### src/hdl/sv39ptw_pkg.sv
// sv39ptw_pkg: shared types, codes and fixed widths of the sv39 page-table walker
// used by the interfaces and by every module of the walker; depends on nothing
`default_nettype none

package sv39ptw_pkg;

  localparam int unsigned ENTRIES_PER_PAGE = 512;
  localparam int unsigned SLOT_W           = 9;
  localparam int unsigned VA_W             = 39;
  localparam int unsigned PA_W             = 56;
  localparam int unsigned CNT_W            = 21;
  localparam int unsigned PERM_W           = 10;
  localparam int unsigned PPN_W            = 44;
  localparam int unsigned PTE_W            = 64;
  localparam int unsigned PAGE_OUT_W       = 6;
  localparam int unsigned STATUS_W         = 3;
  localparam int unsigned ACTION_W         = 2;
  localparam int unsigned PAGE_OFS_W       = 12;
  // page number of a walking address, one bit of headroom for a run past the top
  localparam int unsigned VPN_W            = 28;

  typedef enum logic [ACTION_W-1:0] {
    ACT_LOOKUP = 2'd0,
    ACT_ALLOC  = 2'd1,
    ACT_MAP    = 2'd2
  } action_e;

  typedef enum logic [STATUS_W-1:0] {
    ST_OK       = 3'd0,
    ST_RANGE    = 3'd1,
    ST_FULL     = 3'd2,
    ST_REMAP    = 3'd3,
    ST_UNMAPPED = 3'd4,
    ST_OUTSIDE  = 3'd5
  } status_e;

  typedef enum logic [2:0] {
    S_CLEAR,
    S_IDLE,
    S_START,
    S_RD,
    S_EVAL,
    S_LINK,
    S_RESULT
  } seq_state_e;

  typedef enum logic {
    OP_ADD,
    OP_SUB
  } alu_op_e;

  typedef struct packed {
    alu_op_e            op;
    logic [PPN_W-1:0]   a;
    logic [PPN_W-1:0]   b;
  } alu_req_t;

  typedef struct packed {
    logic [PPN_W-1:0]   sum;
    logic               outside;
  } alu_rsp_t;

  typedef struct packed {
    status_e                status;
    logic [PAGE_OUT_W-1:0]  page;
    logic [SLOT_W-1:0]      slot;
    logic [PTE_W-1:0]       entry;
  } res_t;

endpackage

`default_nettype wire

### src/hdl/sv39ptw_ptr_unit.sv
// sv39ptw_ptr_unit: shared 44-bit add/subtract unit for pointer conversion
// subtract gives the store page of a pointer, add builds a pointer; uses sv39ptw_pkg
`default_nettype none

module sv39ptw_ptr_unit #(
  parameter int unsigned TABLE_PAGES = 64
) (
  input  sv39ptw_pkg::alu_req_t req_i,
  output sv39ptw_pkg::alu_rsp_t rsp_o
);

  logic [sv39ptw_pkg::PPN_W-1:0] b_eff;
  logic                          is_sub;

  assign is_sub = (req_i.op == sv39ptw_pkg::OP_SUB);
  assign b_eff  = is_sub ? ~req_i.b : req_i.b;

  // one adder, wraps modulo 2^44
  assign rsp_o.sum     = req_i.a + b_eff + sv39ptw_pkg::PPN_W'(is_sub);
  assign rsp_o.outside = (rsp_o.sum >= sv39ptw_pkg::PPN_W'(TABLE_PAGES));

endmodule

`default_nettype wire

### config.mk
export PLATFORM = sky130hd
export DESIGN_NAME = sv39ptw_ptr_unit
export DESIGN_NICKNAME = d
export VERILOG_FILES = /design/src/hdl/sv39ptw_pkg.sv /design/src/hdl/sv39ptw_ptr_unit.sv
export SDC_FILE = /design/constraint.sdc
export NUM_CORES = 1
export LEC_CHECK = 0
export BUFFER_PORTS_ARGS = -buffer_cell sky130_fd_sc_hd__buf_2
export CAP_MARGIN = 20
export CORE_ASPECT_RATIO = 0.9
export CORE_MARGIN = 2
export CORE_UTILIZATION = 50
export DETAILED_ROUTE_END_ITERATION = 10
export MAX_ROUTING_LAYER = met4
export PLACE_DENSITY = 0.86
export SETUP_SLACK_MARGIN = 0.05
export SYNTH_ARGS = -nofsm -noshare
export SYNTH_HDL_FRONTEND = slang
export SYNTH_SLANG_ARGS = --single-unit
### constraint.sdc
create_clock -name vclk -period 14.4
set_input_delay 2.88 -clock vclk [all_inputs]
set_output_delay 2.88 -clock vclk [all_outputs]
set_load 0.01 [all_outputs]
## Yosys cells after proc, flatten, opt, wreduce, memory -nomap -nowiden

Cells that the tools add are included.

- Bits in registers: 0
- Bits of input ports: 89
- Word-level logic and storage cells: 5

- Add/subtract/negate cells: 2
- Order comparisons: 1
- Mux-type cells: 1
- Bitwise logic cells: 1

Operators with widths:

| operator | count |
|---|---|
| $add 44x1->44 | 1 |
| $add 44x44->44 | 1 |
| $ge 44x7->1 const B | 1 |
| $mux 44 | 1 |
| $not 44->44 | 1 |

## Depth between registers and ports, before layout

Gate-level depths: netlist of run 1.

- Depth after elaboration: 5
- Depth in mapped cells: 15
- Mapped depth without buffers: 13

## Worst setup path before layout of run 1

Ideal clock, no wire load.

- Path type: input-to-output
- Start: input req_i[88] in the netlist's numbering
- End: output rsp_o[0] in the netlist's numbering
- Arrival time: 6.281 ns
- Path slack: 5.239 ns
- Stages on the path: 14
- Path buffers: 2
- Cell sequence: buf_4 buf_1 xor2_1 ha_1 a21o_1 a211o_1 o211ai_2 a21oi_2 o31ai_4 o221ai_1 xor2_1 or4_1 nor4_1 nand4bb_1

RTL lines:

| element | RTL line | text |
|---|---|---|
| start: declaration | sv39ptw_ptr_unit.sv:8 | `input sv39ptw_pkg::alu_req_t req_i,` |
| end: declaration | sv39ptw_ptr_unit.sv:9 | `output sv39ptw_pkg::alu_rsp_t rsp_o` |

==> out/qor.yml, run 1 <==
status:
  status: "completed"
layout:
  numSequentialCells: 0
  n_clock_buffer: 0
  final_layout_size_suffix_gt1_share_pct: 24.7
  final_net_count: 738
  areaGrowthSynthToFinish_pct: 20.8
  sequential_cell_area_um2: 0
logic_synthesis:
  synthesis.area_mm2: 0.00335
  post_synth_inst_count: 493
  yosys_cell_types: 60
  postSynthAreaPerCell_um2: 6.80
  yosys_warnings: 0
  synth-seq-area-share_pct: 0
  mappedNetlistNets: 625
routing:
  detail-route-antenna-nets: 0
  viasPerCell: 5.94
  initialDrtViolationCount: 215
  detail_route.first_pass.iterations: 5
  avgRoutedWirePerCell_um: 15.3
  dr_total_vias: 4129
  post-route-drc-count: 0
  detail_route.wirelength_um: 10700
die:
  floorplan.die.width_um: 90.3
  placementRows: 28
  floorplan.die.height_um: 81.7
  fp.coreArea_mm2: 0.00652
  num_io_pins: 134
  floorplan.initialDensity_pct: 51.4
  design.die.area_mm2: 0.00737
job:
  cap_viol_max_count: 0
sta:
  fin_setup_tns_ps: 0
  finalHoldViolations: 0
  period_share_pct: 70.1
  unrepaired_setup_endpoints_after_global_routing: "false"
  setup_viol: 0
  timing.final.max_slew_violations: 0
  finalWorstPathRequiredPeriod_ps: 10090
  worst_margin_pin_slew_ps: 686
  timing.slew.headroom_pct: 53.8
  max_freq_mhz: 99.1
global_routing:
  grt_pass1_vias: 3688
  first_pass_grt_wire_length_um: 17200
  gr-total-overflow: 0
  globalRouteTotalUtil_pct: 28.2
  antenna_found_initial: 1
  grt_start_max_net_pins: 45
critical_path:
  timing.critical_path.fanout_max: 44
  critical_path_required_ps: 11520
  timing.critical_path.to_type: "primary output"
  timing.setup.critical_path_class: "input port to primary output"
  worst-endpoint-arrival_ps: 7210
  timing.critical_path.from_type: "input port"
placement:
  gp_congestion: 0.965
  io_buffer_count: 134
  dp_hpwl_um: 8970
clock_network:
  post_cts_resize_count: 0
  cts_post_setup_buffers_inserted: 0
  cts_hold_buf: 0
worst_hold_path:
  hp-class: "input port to primary output"
  cell_depth_of_the_worst_hold_path: 3
cell type report:
| cell class | count | area [um2] |
|---|---|---|
| Tap cell | 90 | 113 |
| Fill cell | 653 | 2470 |
| Inverter | 15 | 56.3 |
| Timing Repair Buffer | 135 | 678 |
| Antenna cell | 1 | 2.50 |
| Multi-Input combinational cell | 454 | 3200 |
routing by layer:
layer	vias up	global-route usage (%)	share of wire (%)
met2	156	49.4	47
met4	0	2.31	0.53
met5	-	-	0
met1	1917	37.9	47
met3	9	1.38	5.1
li1	2047	-	-
layout by cell type, fill, tap and decap left out, drive strengths merged, types with 2 or more instances in the layout:
cell | netlist | final
nor2 | 34 | 34
nor2b | 3 | 3
o31ai | 5 | 5
nand3 | 12 | 12
ha | 42 | 42
o211ai | 10 | 10
o21ai | 37 | 37
buf | 6 | 135
inv | 15 | 15
a211oi | 9 | 9
and3 | 9 | 9
o21a | 6 | 6
o311ai | 2 | 2
a31oi | 5 | 5
or3 | 11 | 11
o21bai | 9 | 9
a21boi | 3 | 3
o2111ai | 3 | 3
nor4 | 2 | 2
and4 | 4 | 4
nand4 | 13 | 13
a21o | 12 | 12
nand2b | 4 | 4
a21oi | 53 | 53
or4 | 2 | 2
xnor2 | 16 | 16
mux2 | 2 | 2
and2 | 12 | 12
nand2 | 38 | 38
or2 | 4 | 4
nor3 | 11 | 11
xor2 | 59 | 59
o221ai | 2 | 2
mux2i | 5 | 5
worst max-delay path, stage by stage:
cell and delay [ps]:
buf_2 80, buf_4 560, xor2_1 250, inv_1 90
fa_1 420, nand2b_1 180, a21oi_1 260, o211ai_2 190
o31ai_1 460, mux2_2 390, nand2_1 80, o2111ai_1 130
or4_1 490, nor4_1 430, nand4bb_1 160, buf_2 170
cell families after synthesis:
| kind of cell | share of synthesized area, % |
|---|---|
| mux | 2.28 |
| compound gates | 31.6 |
| xor+xnor | 19.6 |
| buf+inv | 4.52 |
| fa+ha+maj | 16.3 |
| simple gates | 25.7 |
cell usage after synthesis (4+ instances only):
cell      count  share of area [%]
xor2_1       59                 15
a21oi_1      50                7.5
ha_1         42                 16
nand2_1      38                4.3
o21ai_0      35                5.2
nor2_1       34                3.8
clkbuf_1     18                2.0
xnor2_1      16                4.2
inv_1        15                1.7
nand4_1      13                2.4
a21o_1       12                2.7
and2_1       12                2.2
nand3_1      12                1.8
nor3_1       11                1.6
or3_1        11                2.1
a211oi_1      9                2.0
and3_1        9                1.7
o211ai_1      9                2.0
o21bai_1      9                2.0
o21a_1        6                1.3
a31oi_1       5               0.93
and4_1        4                1.0
buf_1         4               0.45
mux2i_1       4                1.2
nand2b_1      4               0.75
o31ai_1       4               0.90
or2_2         4               0.75
stage by stage:
step	std cells	util [%]	instance area (um2)	setup WS, ps	hold slack [ps]
6_report	695	62.1	4050	4310	6060
5_1_grt	695	62.1	4050	3930	6090
4_1_cts	694	62.1	4050	4370	6070
3_5_place_dp	694	62.1	4050	4400	6070
3_3_place_gp	694	62.1	4050	4560	6060
2_1_floorplan	493	-	3350	5240	5840
final timing paths:
path / start / endpoint / slack (ps)
max: req_i[88] / rsp_o[0] / 4310
min: req_i[44] / rsp_o[1] / 6060
==> run 2, diff against run 1 <==
==> constraint.sdc (replaced) <==
create_clock -name vclk -period 10
set_input_delay 2 -clock vclk [all_inputs]
set_output_delay 2 -clock vclk [all_outputs]
set_load 0.01 [all_outputs]
==> run 2 against run 1 <==
Design area is essentially flat. Critical path depth shrank 1. Setup slack lost 2600 ps. Global-route usage shrank 1.8 points. Die area is the same. Critical endpoint unchanged. Non-clock buffer count is the same. Highest routed layer unchanged. Cell count grew 0.14%.
==> out/qor.yml, run 2 (same netlist as run 1, synthesis figures left out) <==
status:
  status: "completed"
die:
  placementRows: 28  # unchanged
  floorplan.die.width_um: 90.3  # unchanged
  num_io_pins: 134  # unchanged
  floorplan.initialDensity_pct: 51.4  # unchanged
  floorplan.die.height_um: 81.7  # unchanged
  fp.coreArea_mm2: 0.00652  # unchanged
  design.die.area_mm2: 0.00737  # unchanged
sta:
  worst_margin_pin_slew_ps: 698  # +12.3 ps
  fin_setup_tns_ps: 0  # unchanged
  finalWorstPathRequiredPeriod_ps: 8310
  finalHoldViolations: 0  # unchanged
  setup_viol: 0  # unchanged
  unrepaired_setup_endpoints_after_global_routing: "false"
  timing.slew.headroom_pct: 53.0  # -0.83 points
  period_share_pct: 83.1
  max_freq_mhz: 120
  timing.final.max_slew_violations: 0  # unchanged
layout:
  multiInputGateArea_mm2: 0.00320  # unchanged
  final_net_count: 738  # unchanged
  layout.cells.most_common_list: "134 x buf_2, 59 x xor2_1, 50 x a21oi_1, 42 x ha_1, 38 x nand2_1"
  sequential_cell_area_um2: 0  # unchanged
  numSequentialCells: 0  # unchanged
  areaGrowthSynthToFinish_pct: 20.9  # about the same
  nFillCells: 655  # +0.31%
  final_layout_size_suffix_gt1_share_pct: 24.7  # unchanged
  layout.cells.most_common: "buf_2"
  n_clock_buffer: 0  # unchanged
routing:
  detail-route-antenna-nets: 0  # unchanged
  post-route-drc-count: 0  # unchanged
  viasPerCell: 5.88  # -1.1%
  detail_route.wirelength_um: 10100  # -4.9%
  detail_route.first_pass.iterations: 4  # -1
  avgRoutedWirePerCell_um: 14.6  # -5.1%
  dr_total_vias: 4091  # -0.92%
  initialDrtViolationCount: 207  # -3.7%
global_routing:
  antenna_found_initial: 1  # unchanged
  grt_start_max_net_pins: 26  # -42%
  globalRouteTotalUtil_pct: 26.4  # -1.8 points
  first_pass_grt_wire_length_um: 16400  # -4.7%
  grt_pass1_vias: 3609  # -2.1%
  gr-total-overflow: 0  # unchanged
critical_path:
  timing.setup.critical_path_class: "input port to primary output"
  timing.critical_path.fanout_max: 25  # -43%
  timing.critical_path.from_type: "input port"
  worst-endpoint-arrival_ps: 6310  # -900 ps
  critical_path_required_ps: 8000  # -3520 ps
  timing.critical_path.to_type: "primary output"
job:
  cap_viol_max_count: 0  # unchanged
clock_network:
  post_cts_resize_count: 0  # unchanged
  cts_post_setup_buffers_inserted: 0  # unchanged
  cts_hold_buf: 0  # unchanged
worst_hold_path:
  hold_end: "rsp_o[1]"
  hp-class: "input port to primary output"
  cell_depth_of_the_worst_hold_path: 3  # unchanged
  timing.hold.worst.start: "req_i[44]"
placement:
  gp_congestion: 0.993  # +3.0%
  io_buffer_count: 134  # unchanged
  dp_hpwl_um: 8640  # -3.7%
[run 2: cell types whose count changed in the layout (fill, tap and decap cells not counted), sizes merged]
cell,before,now
diode,1,2
[run 2: area by class of cell]
| cell class | instances | share of cell area (%) |
|---|---|---|
| repair buffers | 135 | 16.7 |
| inverters | 15 | 1.39 |
| diodes | 2 | 0.124 |
| multi-input cells | 454 | 79.0 |
| well taps | 90 | 2.78 |
[run 2: worst max path at each step]
stage | from | end | depth (start not counted)
floorplan | req_i[88] | rsp_o[0] | 14
global placement | req_i[88] | rsp_o[0] | 15
detailed placement | req_i[88] | rsp_o[0] | 15
CTS | req_i[88] | rsp_o[0] | 15
global route | req_i[88] | rsp_o[0] | 15
finish | req_i[88] | rsp_o[0] | 15
[run 2: metrics by stage]
step	utilization, %	setup slack [ps]	hold WS, ps	instances	instance area [um2]
6_report	62.2	1690	4300	696	4050
3_5_place_dp	62.1	1750	4310	694	4050
5_1_grt	62.2	1440	4320	696	4050
2_1_floorplan	-	2600	4080	493	3350
4_1_cts	62.1	1730	4310	694	4050
3_3_place_gp	62.1	1870	4310	694	4050
[run 2: routing by layer]
layer | global-route usage [%] | vias to the layer above | wire (um)
met4 | 2.15 | 0 | 90
met5 | - | - | 0
met3 | 1.10 | 10 | 649
met1 | 35.5 | 1867 | 4660
met2 | 46.4 | 173 | 4730
li1 | - | 2041 | -
[run 2: worst max-delay path: stages]
cell	delay [ps]
buf_2	520
buf_4	430
xor2_1	120
ha_1	380
nand2b_1	100
a21oi_1	320
o211ai_2	210
o31ai_1	480
mux2_2	390
nand2_1	80
o2111ai_1	110
or4_1	490
nor4_1	390
nand4bb_1	130
buf_2	160
